**src/rtl/core/ust_pkg.sv**
```systemverilog
// Shared types and codes for the unordered set table.
// Used by ust_ctrl, ust_dp, unordered_set_table, ust_checker and the testbench; depends on nothing.
package ust_pkg;

  // Default number of table slots.
  localparam int CapacityDefault = 16;

  // Fixed field widths of the word on each channel.
  localparam int ValueW   = 32;
  localparam int ReqW     = 2;
  localparam int SlotW    = 4;
  localparam int StatusW  = 2;
  localparam int CountOutW = 5;

  // Request codes; the unused code is treated as a lookup.
  typedef enum logic [ReqW-1:0] {
    REQ_LOOKUP = 2'd0,
    REQ_INSERT = 2'd1,
    REQ_DELETE = 2'd2
  } req_t;

  // Result status codes.
  typedef enum logic [StatusW-1:0] {
    ST_DONE     = 2'd0,
    ST_NOCHANGE = 2'd1,
    ST_FULL     = 2'd2
  } status_t;

  // Controller states, one-hot.
  typedef enum logic [2:0] {
    S_IDLE = 3'b001,
    S_CMP  = 3'b010,
    S_UPD  = 3'b100
  } state_t;

  // Commands from the controller to the datapath.
  typedef struct packed {
    logic load_req;    // capture the incoming word
    logic load_match;  // register the parallel compare result
    logic commit;      // update table and count, load the output register
  } ctrl_cmd_t;

  // Status from the datapath to the controller.
  typedef struct packed {
    logic out_free;    // the output register can take a new word this cycle
  } dp_stat_t;

endpackage

```
**src/rtl/core/ust_ctrl.sv**
```systemverilog
// Controller state machine for the unordered set table.
// Depends on ust_pkg for the state, command and status types.
module ust_ctrl (
  input  logic               clk,
  input  logic               rst_n,
  input  logic               in_valid,
  output logic               in_ready,
  input  ust_pkg::dp_stat_t  stat,
  output ust_pkg::ctrl_cmd_t cmd
);

  ust_pkg::state_t state_r;
  ust_pkg::state_t state_nxt;

  // A new word enters when idle, or in the update cycle once the result can leave.
  assign in_ready = (state_r == ust_pkg::S_IDLE) ||
                    ((state_r == ust_pkg::S_UPD) && stat.out_free);

  always_comb begin
    cmd.load_req   = in_valid && in_ready;
    cmd.load_match = (state_r == ust_pkg::S_CMP);
    cmd.commit     = (state_r == ust_pkg::S_UPD) && stat.out_free;
  end

  // Next-state logic: compare, then update; the update state holds while the output is stalled.
  always_comb begin
    state_nxt = state_r;
    case (state_r)
      ust_pkg::S_IDLE: begin
        if (in_valid) state_nxt = ust_pkg::S_CMP;
      end
      ust_pkg::S_CMP: begin
        state_nxt = ust_pkg::S_UPD;
      end
      ust_pkg::S_UPD: begin
        if (stat.out_free) begin
          state_nxt = in_valid ? ust_pkg::S_CMP : ust_pkg::S_IDLE;
        end
      end
      default: begin
        state_nxt = ust_pkg::S_IDLE;
      end
    endcase
  end

  always_ff @(posedge clk) begin
    if (!rst_n) begin
      state_r <= ust_pkg::S_IDLE;
    end else begin
      state_r <= state_nxt;
    end
  end

endmodule

```
**src/rtl/core/ust_dp.sv**
```systemverilog
// Datapath for the unordered set table: slot registers, count, parallel
// compare, update logic and the output register. Depends on ust_pkg.
module ust_dp #(
  parameter int CAPACITY = ust_pkg::CapacityDefault
) (
  input  logic                               clk,
  input  logic                               rst_n,
  input  ust_pkg::ctrl_cmd_t                 cmd,
  output ust_pkg::dp_stat_t                  stat,
  input  logic [ust_pkg::ReqW-1:0]           in_req_type,
  input  logic signed [ust_pkg::ValueW-1:0]  in_value,
  output logic                               out_valid,
  input  logic                               out_ready,
  output logic                               out_found,
  output logic [ust_pkg::SlotW-1:0]          out_slot,
  output logic [ust_pkg::StatusW-1:0]        out_status,
  output logic [ust_pkg::CountOutW-1:0]      out_count_after
);

  localparam int CntW = $clog2(CAPACITY + 1);
  localparam int IdxW = (CAPACITY > 1) ? $clog2(CAPACITY) : 1;

  // Table contents and count.
  logic [ust_pkg::ValueW-1:0] entries_r [CAPACITY];
  logic [CntW-1:0]            count_r;
  logic [CntW-1:0]            count_nxt;

  // Captured request.
  logic [ust_pkg::ReqW-1:0]   req_r;
  logic [ust_pkg::ValueW-1:0] value_r;

  // Registered compare result.
  logic            hit_r;
  logic [IdxW-1:0] where_r;
  logic            hit_c;
  logic [IdxW-1:0] where_c;

  // Output register.
  logic                            out_valid_r;
  logic                            out_found_r;
  logic [ust_pkg::SlotW-1:0]       out_slot_r;
  logic [ust_pkg::StatusW-1:0]     out_status_r;
  logic [ust_pkg::CountOutW-1:0]   out_count_r;

  // Update decisions.
  logic                            wr_en;
  logic [IdxW-1:0]                 wr_idx;
  logic [ust_pkg::ValueW-1:0]      wr_data;
  logic [IdxW-1:0]                 slot_idx;
  ust_pkg::status_t                status_c;
  logic [IdxW-1:0]                 last_idx;
  logic [IdxW-1:0]                 tail_idx;
  logic [IdxW+ust_pkg::SlotW-1:0]  slot_ext;
  logic [CntW+ust_pkg::CountOutW-1:0] cnt_ext;

  assign stat.out_free = !out_valid_r || out_ready;

  // Capture the incoming word.
  always_ff @(posedge clk) begin
    if (cmd.load_req) begin
      req_r   <= in_req_type;
      value_r <= in_value;
    end
  end

  // Compare every occupied slot at once; the lowest match wins.
  always_comb begin
    hit_c   = 1'b0;
    where_c = '0;
    for (int i = CAPACITY - 1; i >= 0; i--) begin
      if ((count_r > CntW'(i)) && (entries_r[i] == value_r)) begin
        hit_c   = 1'b1;
        where_c = IdxW'(i);
      end
    end
  end

  always_ff @(posedge clk) begin
    if (cmd.load_match) begin
      hit_r   <= hit_c;
      where_r <= where_c;
    end
  end

  // Slot indexes for appending and for the last stored entry.
  assign tail_idx = count_r[IdxW-1:0];
  assign last_idx = IdxW'(count_r - CntW'(1));

  // Decide the table update and the result word.
  always_comb begin
    wr_en     = 1'b0;
    wr_idx    = where_r;
    wr_data   = entries_r[last_idx];
    count_nxt = count_r;
    slot_idx  = '0;
    status_c  = ust_pkg::ST_DONE;
    case (req_r)
      ust_pkg::REQ_INSERT: begin
        if (hit_r) begin
          slot_idx = where_r;
          status_c = ust_pkg::ST_NOCHANGE;
        end else if (count_r == CntW'(CAPACITY)) begin
          status_c = ust_pkg::ST_FULL;
        end else begin
          wr_en     = 1'b1;
          wr_idx    = tail_idx;
          wr_data   = value_r;
          slot_idx  = tail_idx;
          count_nxt = count_r + CntW'(1);
        end
      end
      ust_pkg::REQ_DELETE: begin
        if (hit_r) begin
          // Move the last entry into the freed slot.
          wr_en     = 1'b1;
          slot_idx  = where_r;
          count_nxt = count_r - CntW'(1);
        end else begin
          status_c = ust_pkg::ST_NOCHANGE;
        end
      end
      default: begin
        if (hit_r) slot_idx = where_r;
      end
    endcase
  end

  assign slot_ext = {{ust_pkg::SlotW{1'b0}}, slot_idx};
  assign cnt_ext  = {{ust_pkg::CountOutW{1'b0}}, count_nxt};

  // Table write on commit.
  always_ff @(posedge clk) begin
    if (cmd.commit && wr_en) begin
      entries_r[wr_idx] <= wr_data;
    end
  end

  // Count and output valid.
  always_ff @(posedge clk) begin
    if (!rst_n) begin
      count_r     <= '0;
      out_valid_r <= 1'b0;
    end else begin
      if (cmd.commit) count_r <= count_nxt;
      if (cmd.commit) begin
        out_valid_r <= 1'b1;
      end else if (out_ready) begin
        out_valid_r <= 1'b0;
      end
    end
  end

  // Output word.
  always_ff @(posedge clk) begin
    if (cmd.commit) begin
      out_found_r  <= hit_r;
      out_slot_r   <= slot_ext[ust_pkg::SlotW-1:0];
      out_status_r <= status_c;
      out_count_r  <= cnt_ext[ust_pkg::CountOutW-1:0];
    end
  end

  assign out_valid       = out_valid_r;
  assign out_found       = out_found_r;
  assign out_slot        = out_slot_r;
  assign out_status      = out_status_r;
  assign out_count_after = out_count_r;

endmodule

```
**src/rtl/core/unordered_set_table.sv**
```systemverilog
// Top level of the unordered set table: controller plus datapath.
// Depends on ust_pkg, ust_ctrl and ust_dp.
//
// Usage:
//   A request word (in_req_type, in_value) enters on the in_ channel with a
//   valid/ready handshake: lookup, insert or delete of a 32-bit signed value.
//   Each request yields exactly one result word on the out_ channel: found,
//   slot, status and the count of stored values after the request.
//   Values are kept packed from slot 0; a delete moves the last entry into
//   the freed slot. An insert into a full table is refused with a full status.
//   An accepted word is registered, compared across all slots in the compare
//   state, and its result is registered in the update state.
//   A new word is taken in the update state as the previous result commits,
//   but not in the compare state.
//   If the receiver stalls, the result waits in the output register and the
//   next word is still compared; its update waits until the output is free.
//   Reset empties the set (count 0), clears the output valid and idles the controller;
//   the block is ready for a word as soon as reset is released.
module unordered_set_table #(
  parameter int CAPACITY = ust_pkg::CapacityDefault
) (
  input  logic                               clk,
  input  logic                               rst_n,
  input  logic                               in_valid,
  output logic                               in_ready,
  input  logic [ust_pkg::ReqW-1:0]           in_req_type,
  input  logic signed [ust_pkg::ValueW-1:0]  in_value,
  output logic                               out_valid,
  input  logic                               out_ready,
  output logic                               out_found,
  output logic [ust_pkg::SlotW-1:0]          out_slot,
  output logic [ust_pkg::StatusW-1:0]        out_status,
  output logic [ust_pkg::CountOutW-1:0]      out_count_after
);

  ust_pkg::ctrl_cmd_t cmd;
  ust_pkg::dp_stat_t  stat;

  ust_ctrl u_ctrl (
    .clk      (clk),
    .rst_n    (rst_n),
    .in_valid (in_valid),
    .in_ready (in_ready),
    .stat     (stat),
    .cmd      (cmd)
  );

  ust_dp #(
    .CAPACITY (CAPACITY)
  ) u_dp (
    .clk             (clk),
    .rst_n           (rst_n),
    .cmd             (cmd),
    .stat            (stat),
    .in_req_type     (in_req_type),
    .in_value        (in_value),
    .out_valid       (out_valid),
    .out_ready       (out_ready),
    .out_found       (out_found),
    .out_slot        (out_slot),
    .out_status      (out_status),
    .out_count_after (out_count_after)
  );

  // One word at a time: the compare cycle after an accept takes no new word.
  a_one_in_flight: assert property (@(posedge clk) disable iff (!rst_n)
    (in_valid && in_ready) |=> !in_ready)
    else $error("new word accepted during compare cycle");

  // After the compare state that follows an accept, the update commits unless the output is stalled.
  a_commit_timing: assert property (@(posedge clk) disable iff (!rst_n)
    (in_valid && in_ready) |-> ##2 (cmd.commit || !stat.out_free))
    else $error("update did not follow the compare");

  // The table is never updated while a result still waits to be taken.
  a_commit_free: assert property (@(posedge clk) disable iff (!rst_n)
    cmd.commit |-> stat.out_free)
    else $error("result overwritten before it was taken");

  // A refused insert never reports a match.
  a_full_not_found: assert property (@(posedge clk) disable iff (!rst_n)
    (out_valid && (out_status == ust_pkg::ST_FULL)) |-> !out_found)
    else $error("full status reported together with a match");

endmodule

```
**config.mk**
```make
export PLATFORM = sky130hd
export DESIGN_NAME = unordered_set_table
export DESIGN_NICKNAME = d
export VERILOG_FILES = /design/src/rtl/core/ust_pkg.sv /design/src/rtl/core/ust_ctrl.sv /design/src/rtl/core/ust_dp.sv /design/src/rtl/core/unordered_set_table.sv
export SDC_FILE = /design/constraint.sdc
export NUM_CORES = 1
export LEC_CHECK = 0
export BUFFER_PORTS_ARGS = -buffer_cell sky130_fd_sc_hd__buf_2
export CAP_MARGIN = 20
export CORE_UTILIZATION = 34
export CTS_CLUSTER_SIZE = 40
export DETAILED_ROUTE_END_ITERATION = 6
export SLEW_MARGIN = 20
export SYNTH_ARGS = -nofsm -noshare
export SYNTH_HDL_FRONTEND = slang
export SYNTH_SLANG_ARGS = --single-unit
export TNS_END_PERCENT = 100
```
**constraint.sdc**
```tcl
create_clock -name clk -period 4.71 [get_ports clk]
set_input_delay 0.471 -clock clk [delete_from_list [all_inputs] [get_ports clk]]
set_output_delay 0.471 -clock clk [all_outputs]
set_load 0.02 [all_outputs]
```
==> results.py <==
metrics = {
    "status": {
        "run_status": "completed",
    },
    "grt": {
        "grt_usage_pct": 25.38,
        "grt_first_pass_wirelength_um": 148600,
        "first_global_vias": 17890,
        "number_of_antenna_violations_at_the_first_check_in_global_routing": 5,
        "largest_net_degree_at_the_start_of_global_routing": 83,
        "gr-total-overflow": 0,
    },
    "hold_path": {
        "holdPathEnd": "u_dp.value_r[27]",
        "hp-class": "in -> reg",
        "hold_depth": 1,
        "holdCritStartpoint": "in_value[27]",
    },
    "timing": {
        "actual_slew_at_the_worst_max_slew_pin_ns": 1.156,
        "finalCriticalPeriod_ns": 3.832,
        "layout_worst_path_cycle_share_pct": 81.37,
        "finalMaxSlewViolations": 0,
        "timing.final.setup_violations": 0,
        "final.setup.tns_ns": 0,
        "timing.slew.headroom_pct": 22.22,
        "finalHoldViolations": 0,
        "timing.clock.skew_ns": 0.04242,
        "hold-worst-slack_ns": 0.02901,
        "setup_repair_after_global_routing_missed_its_margin": "no",
        "timing.fmax_ghz": 0.2609,
    },
    "worst_setup_path": {
        "start_kind": "register",
        "critical_path.max_stage_delay_ns": 0.95,
        "critical-path-slowest-cell": "nor4_1",
        "cp_cell_sequence": "xor2_1 -> nor4_1 -> nand4_1 -> or4_4 -> a21oi_1 -> o21ai_1 -> a311o_1 -> a21oi_1 -> o22ai_1",
        "reg2reg_to": "u_dp.where_r[0]",
        "crit_required_ns": 5.05,
        "cp_common_cell": "a21oi_1",
        "worst_r2r_setup_slack_ns": 0.88,
        "r2r.worst_path.cells": 9,
        "timing.critical_path.to_type": "register",
        "worst-path-max-fanout": 13,
        "worst-endpoint-arrival_ns": 4.17,
        "critical_path.reg2reg.startpoint": "u_dp.value_r[28]",
        "worstSetupPathType": "reg -> reg",
    },
    "drt": {
        "drc_errors": 0,
        "route.vias.total": 18480,
        "post_drt_via_cell_ratio": 5.862,
        "antenna_left": 0,
        "routed_wirelength_um": 109300,
        "initialDrtViolationCount": 2637,
        "drt-pass1-iter-count": 6,
        "wire_per_inst_um": 34.66,
    },
    "placed_design": {
        "dpl.hpwl_um": 80030,
        "place_area_um2": 30650,
        "gpl.final_weighted_congestion": 1.078,
        "port_buffers": 51,
    },
    "clocking": {
        "numClockSinks": 572,
        "post-cts-setup-buffer-count": 0,
        "clk_latency_worst_skew_pair_ns": 0.66,
        "cts_made_buffers": 61,
        "clock_tree.root_cell": "clkbuf_16",
        "post_cts_resized": 0,
        "cts_hold_buf": 22,
        "h-tree-depth": 2,
        "tritoncts": "built",
        "cts.clk_slew.worst_paths_ns": 0.06,
        "bufs_on_longest_clock_path": 3,
    },
    "synth": {
        "synthArstFlopShare_pct": 0,
        "synth.yosys.seq_area_share_pct": 59.89,
        "synth.net_count": 1951,
        "netlist_area_um2": 28530,
        "yosys_warnings": 0,
        "synth_edf_count": 563,
        "synthesis.area_per_instance_um2": 14.98,
        "syn_inst": 1905,
        "yosys_register_bits": 572,
        "netlist-cell-type-count": 53,
        "synth_top_flop_cell": "edfxtp_1",
    },
    "finish": {
        "syn_to_final_growth_pct": 14.76,
        "nNetsFinal": 2081,
        "final_design_area_no_fill_um2": 32740,
        "share_of_post_route_cells_with_drive_strength_above_1_pct": 21.03,
        "antenna_cells": 0,
    },
    "floorplanning": {
        "core_area_um2": 82500,
        "die_width_um": 291.7,
        "fp.dieH_um": 291.7,
        "die_area_um2": 85080,
        "floorplan.initialDensity_pct": 34.58,
        "io_pins": 52,
        "site_row_count": 105,
    },
    "power": {
        "powerDensity_nw_per_um2": 341.5,
        "irDropWorstVdd_mv": 0.3021,
        "power_leakage_nw": 10.67,
    },
    "run": {
        "maxCapViolCount": 0,
    },
}
-- how the worst max path moves through the flow --
| stage | endpoint | cells past startpoint | slack (ns) | from |
|---|---|---|---|---|
| after global placement | u_dp.where_r[0] | 9 | 1.07 | u_dp.value_r[28] |
| after detailed placement | u_dp.entries_r[10][9] | 9 | 1.09 | u_dp.count_r[1] |
| after CTS | u_dp.where_r[0] | 9 | 1.05 | u_dp.value_r[28] |
| after global routing | u_dp.where_r[3] | 9 | 0.85 | u_dp.value_r[26] |
| final | u_dp.where_r[0] | 9 | 0.88 | u_dp.value_r[28] |
| after floorplan | u_dp.entries_r[15][0] | 11 | 1.07 | u_dp.count_r[1] |
-- critical path: cells and delay by family (launching register included) --
family	cells	cell delay (ns)
AO/OA/AOI/OAI	5	0.88
XOR/XNOR	1	0.22
flip-flops	1	0.84
AND/OR/NAND/NOR	3	1.57
-- cell usage after synthesis, types with 19 or more instances --
library cell	n	area share, %
edfxtp_1	563	59
xor2_1	334	10
xnor2_1	181	5.6
mux4_2	128	10
nor4_1	88	1.9
buf_2	67	1.2
nand2_1	67	0.88
nor2_1	66	0.87
nand4_1	61	1.3
a21oi_1	52	0.91
o21ai_0	44	0.77
clkbuf_1	39	0.51
mux2i_1	33	1.2
mux2_2	32	1.3
nand3_1	19	0.33
-- cells by family (layout without fill, tap and decap cells) --
kind of cell / count (synthesis) / in the layout / share of synthesized area, %
xor+xnor: 515 / 515 / 15.81
fa+ha+maj: 8 / 8 / 0.3508
simple gates: 359 / 359 / 6.714
flops: 572 / 572 / 59.89
buf+inv: 133 / 311 / 2.228
mux: 193 / 193 / 12.52
compound gates: 125 / 125 / 2.487
-- layout by cell type, fill, tap and decap left out, types with 7 or more instances in the layout --
cell type and instances:
buf_4 112, nor4_1 86, buf_2 51, clkbuf_16 61
edfxtp_1 563, nand4_1 61, clkinv_1 20, xor2_1 333
nand2b_1 10, inv_1 8, xnor2_1 180, nor2_4 13
mux2_2 32, dlygate4sd3_1 22, o21ai_0 41, mux4_2 128
clkbuf_1 14, ha_1 7, nor2_1 53, nand2_1 67
nor3_1 10, dfxtp_1 8, nor2b_1 9, a21oi_1 52
mux2i_1 33, nand3_1 19
-- flip-flops by register name (all words and copies together) (netlist names) --
register / flops
u_dp.out_count_after: 5
u_ctrl.state_r: 3
u_dp.out_status: 2
u_dp.value_r: 32
u_dp.where_r: 4
u_dp.entries_r: 512
u_dp.count_r: 5
u_dp.out_slot: 4
u_dp.out_valid: 1
u_dp.req_r: 2
u_dp.out_found: 1
u_dp.hit_r: 1
-- per-layer routing --
metal / GRT usage (%) / vias up / wire length (um)
met2: 37.39 / 1205 / 47180
met1: 34.92 / 9606 / 44070
met5: 0 / - / 59
met4: 12.17 / 8 / 5820
met3: 6.348 / 194 / 12150
li1: - / 7470 / -
-- power breakdown --
group | total, W | internal [W] | leakage, nW | switching (W)
clock | 0.00462 | 0.00254 | 0.906 | 0.00208
combinational | 0.000843 | 0.000247 | 4.60 | 0.000596
sequential | 0.00572 | 0.00563 | 5.16 | 0.0000881
-- final cells by class --
class                      count  area (um2)
sequential                   572       17090
multi-input combinational   1200       10990
tap                         1070        1339
timing repair buffer         190        1416
clock buffer                  79        1634
inverter                      10       37.54
fill                        7627       49760
clock inverter                32       236.5
-- stage by stage --
stage	std cells	utilization (%)	total power, W	setup slack (ns)
after floorplan	1905	-	0.006200	1.074
after detailed placement	3020	37.14	0.006617	1.088
final	3153	39.69	0.01118	0.8776
after global routing	3153	39.69	0.01140	0.8532
after CTS	3153	39.68	0.01119	1.047
after global placement	3020	37.14	0.006621	1.069
(Power assumes the default switching activity.)
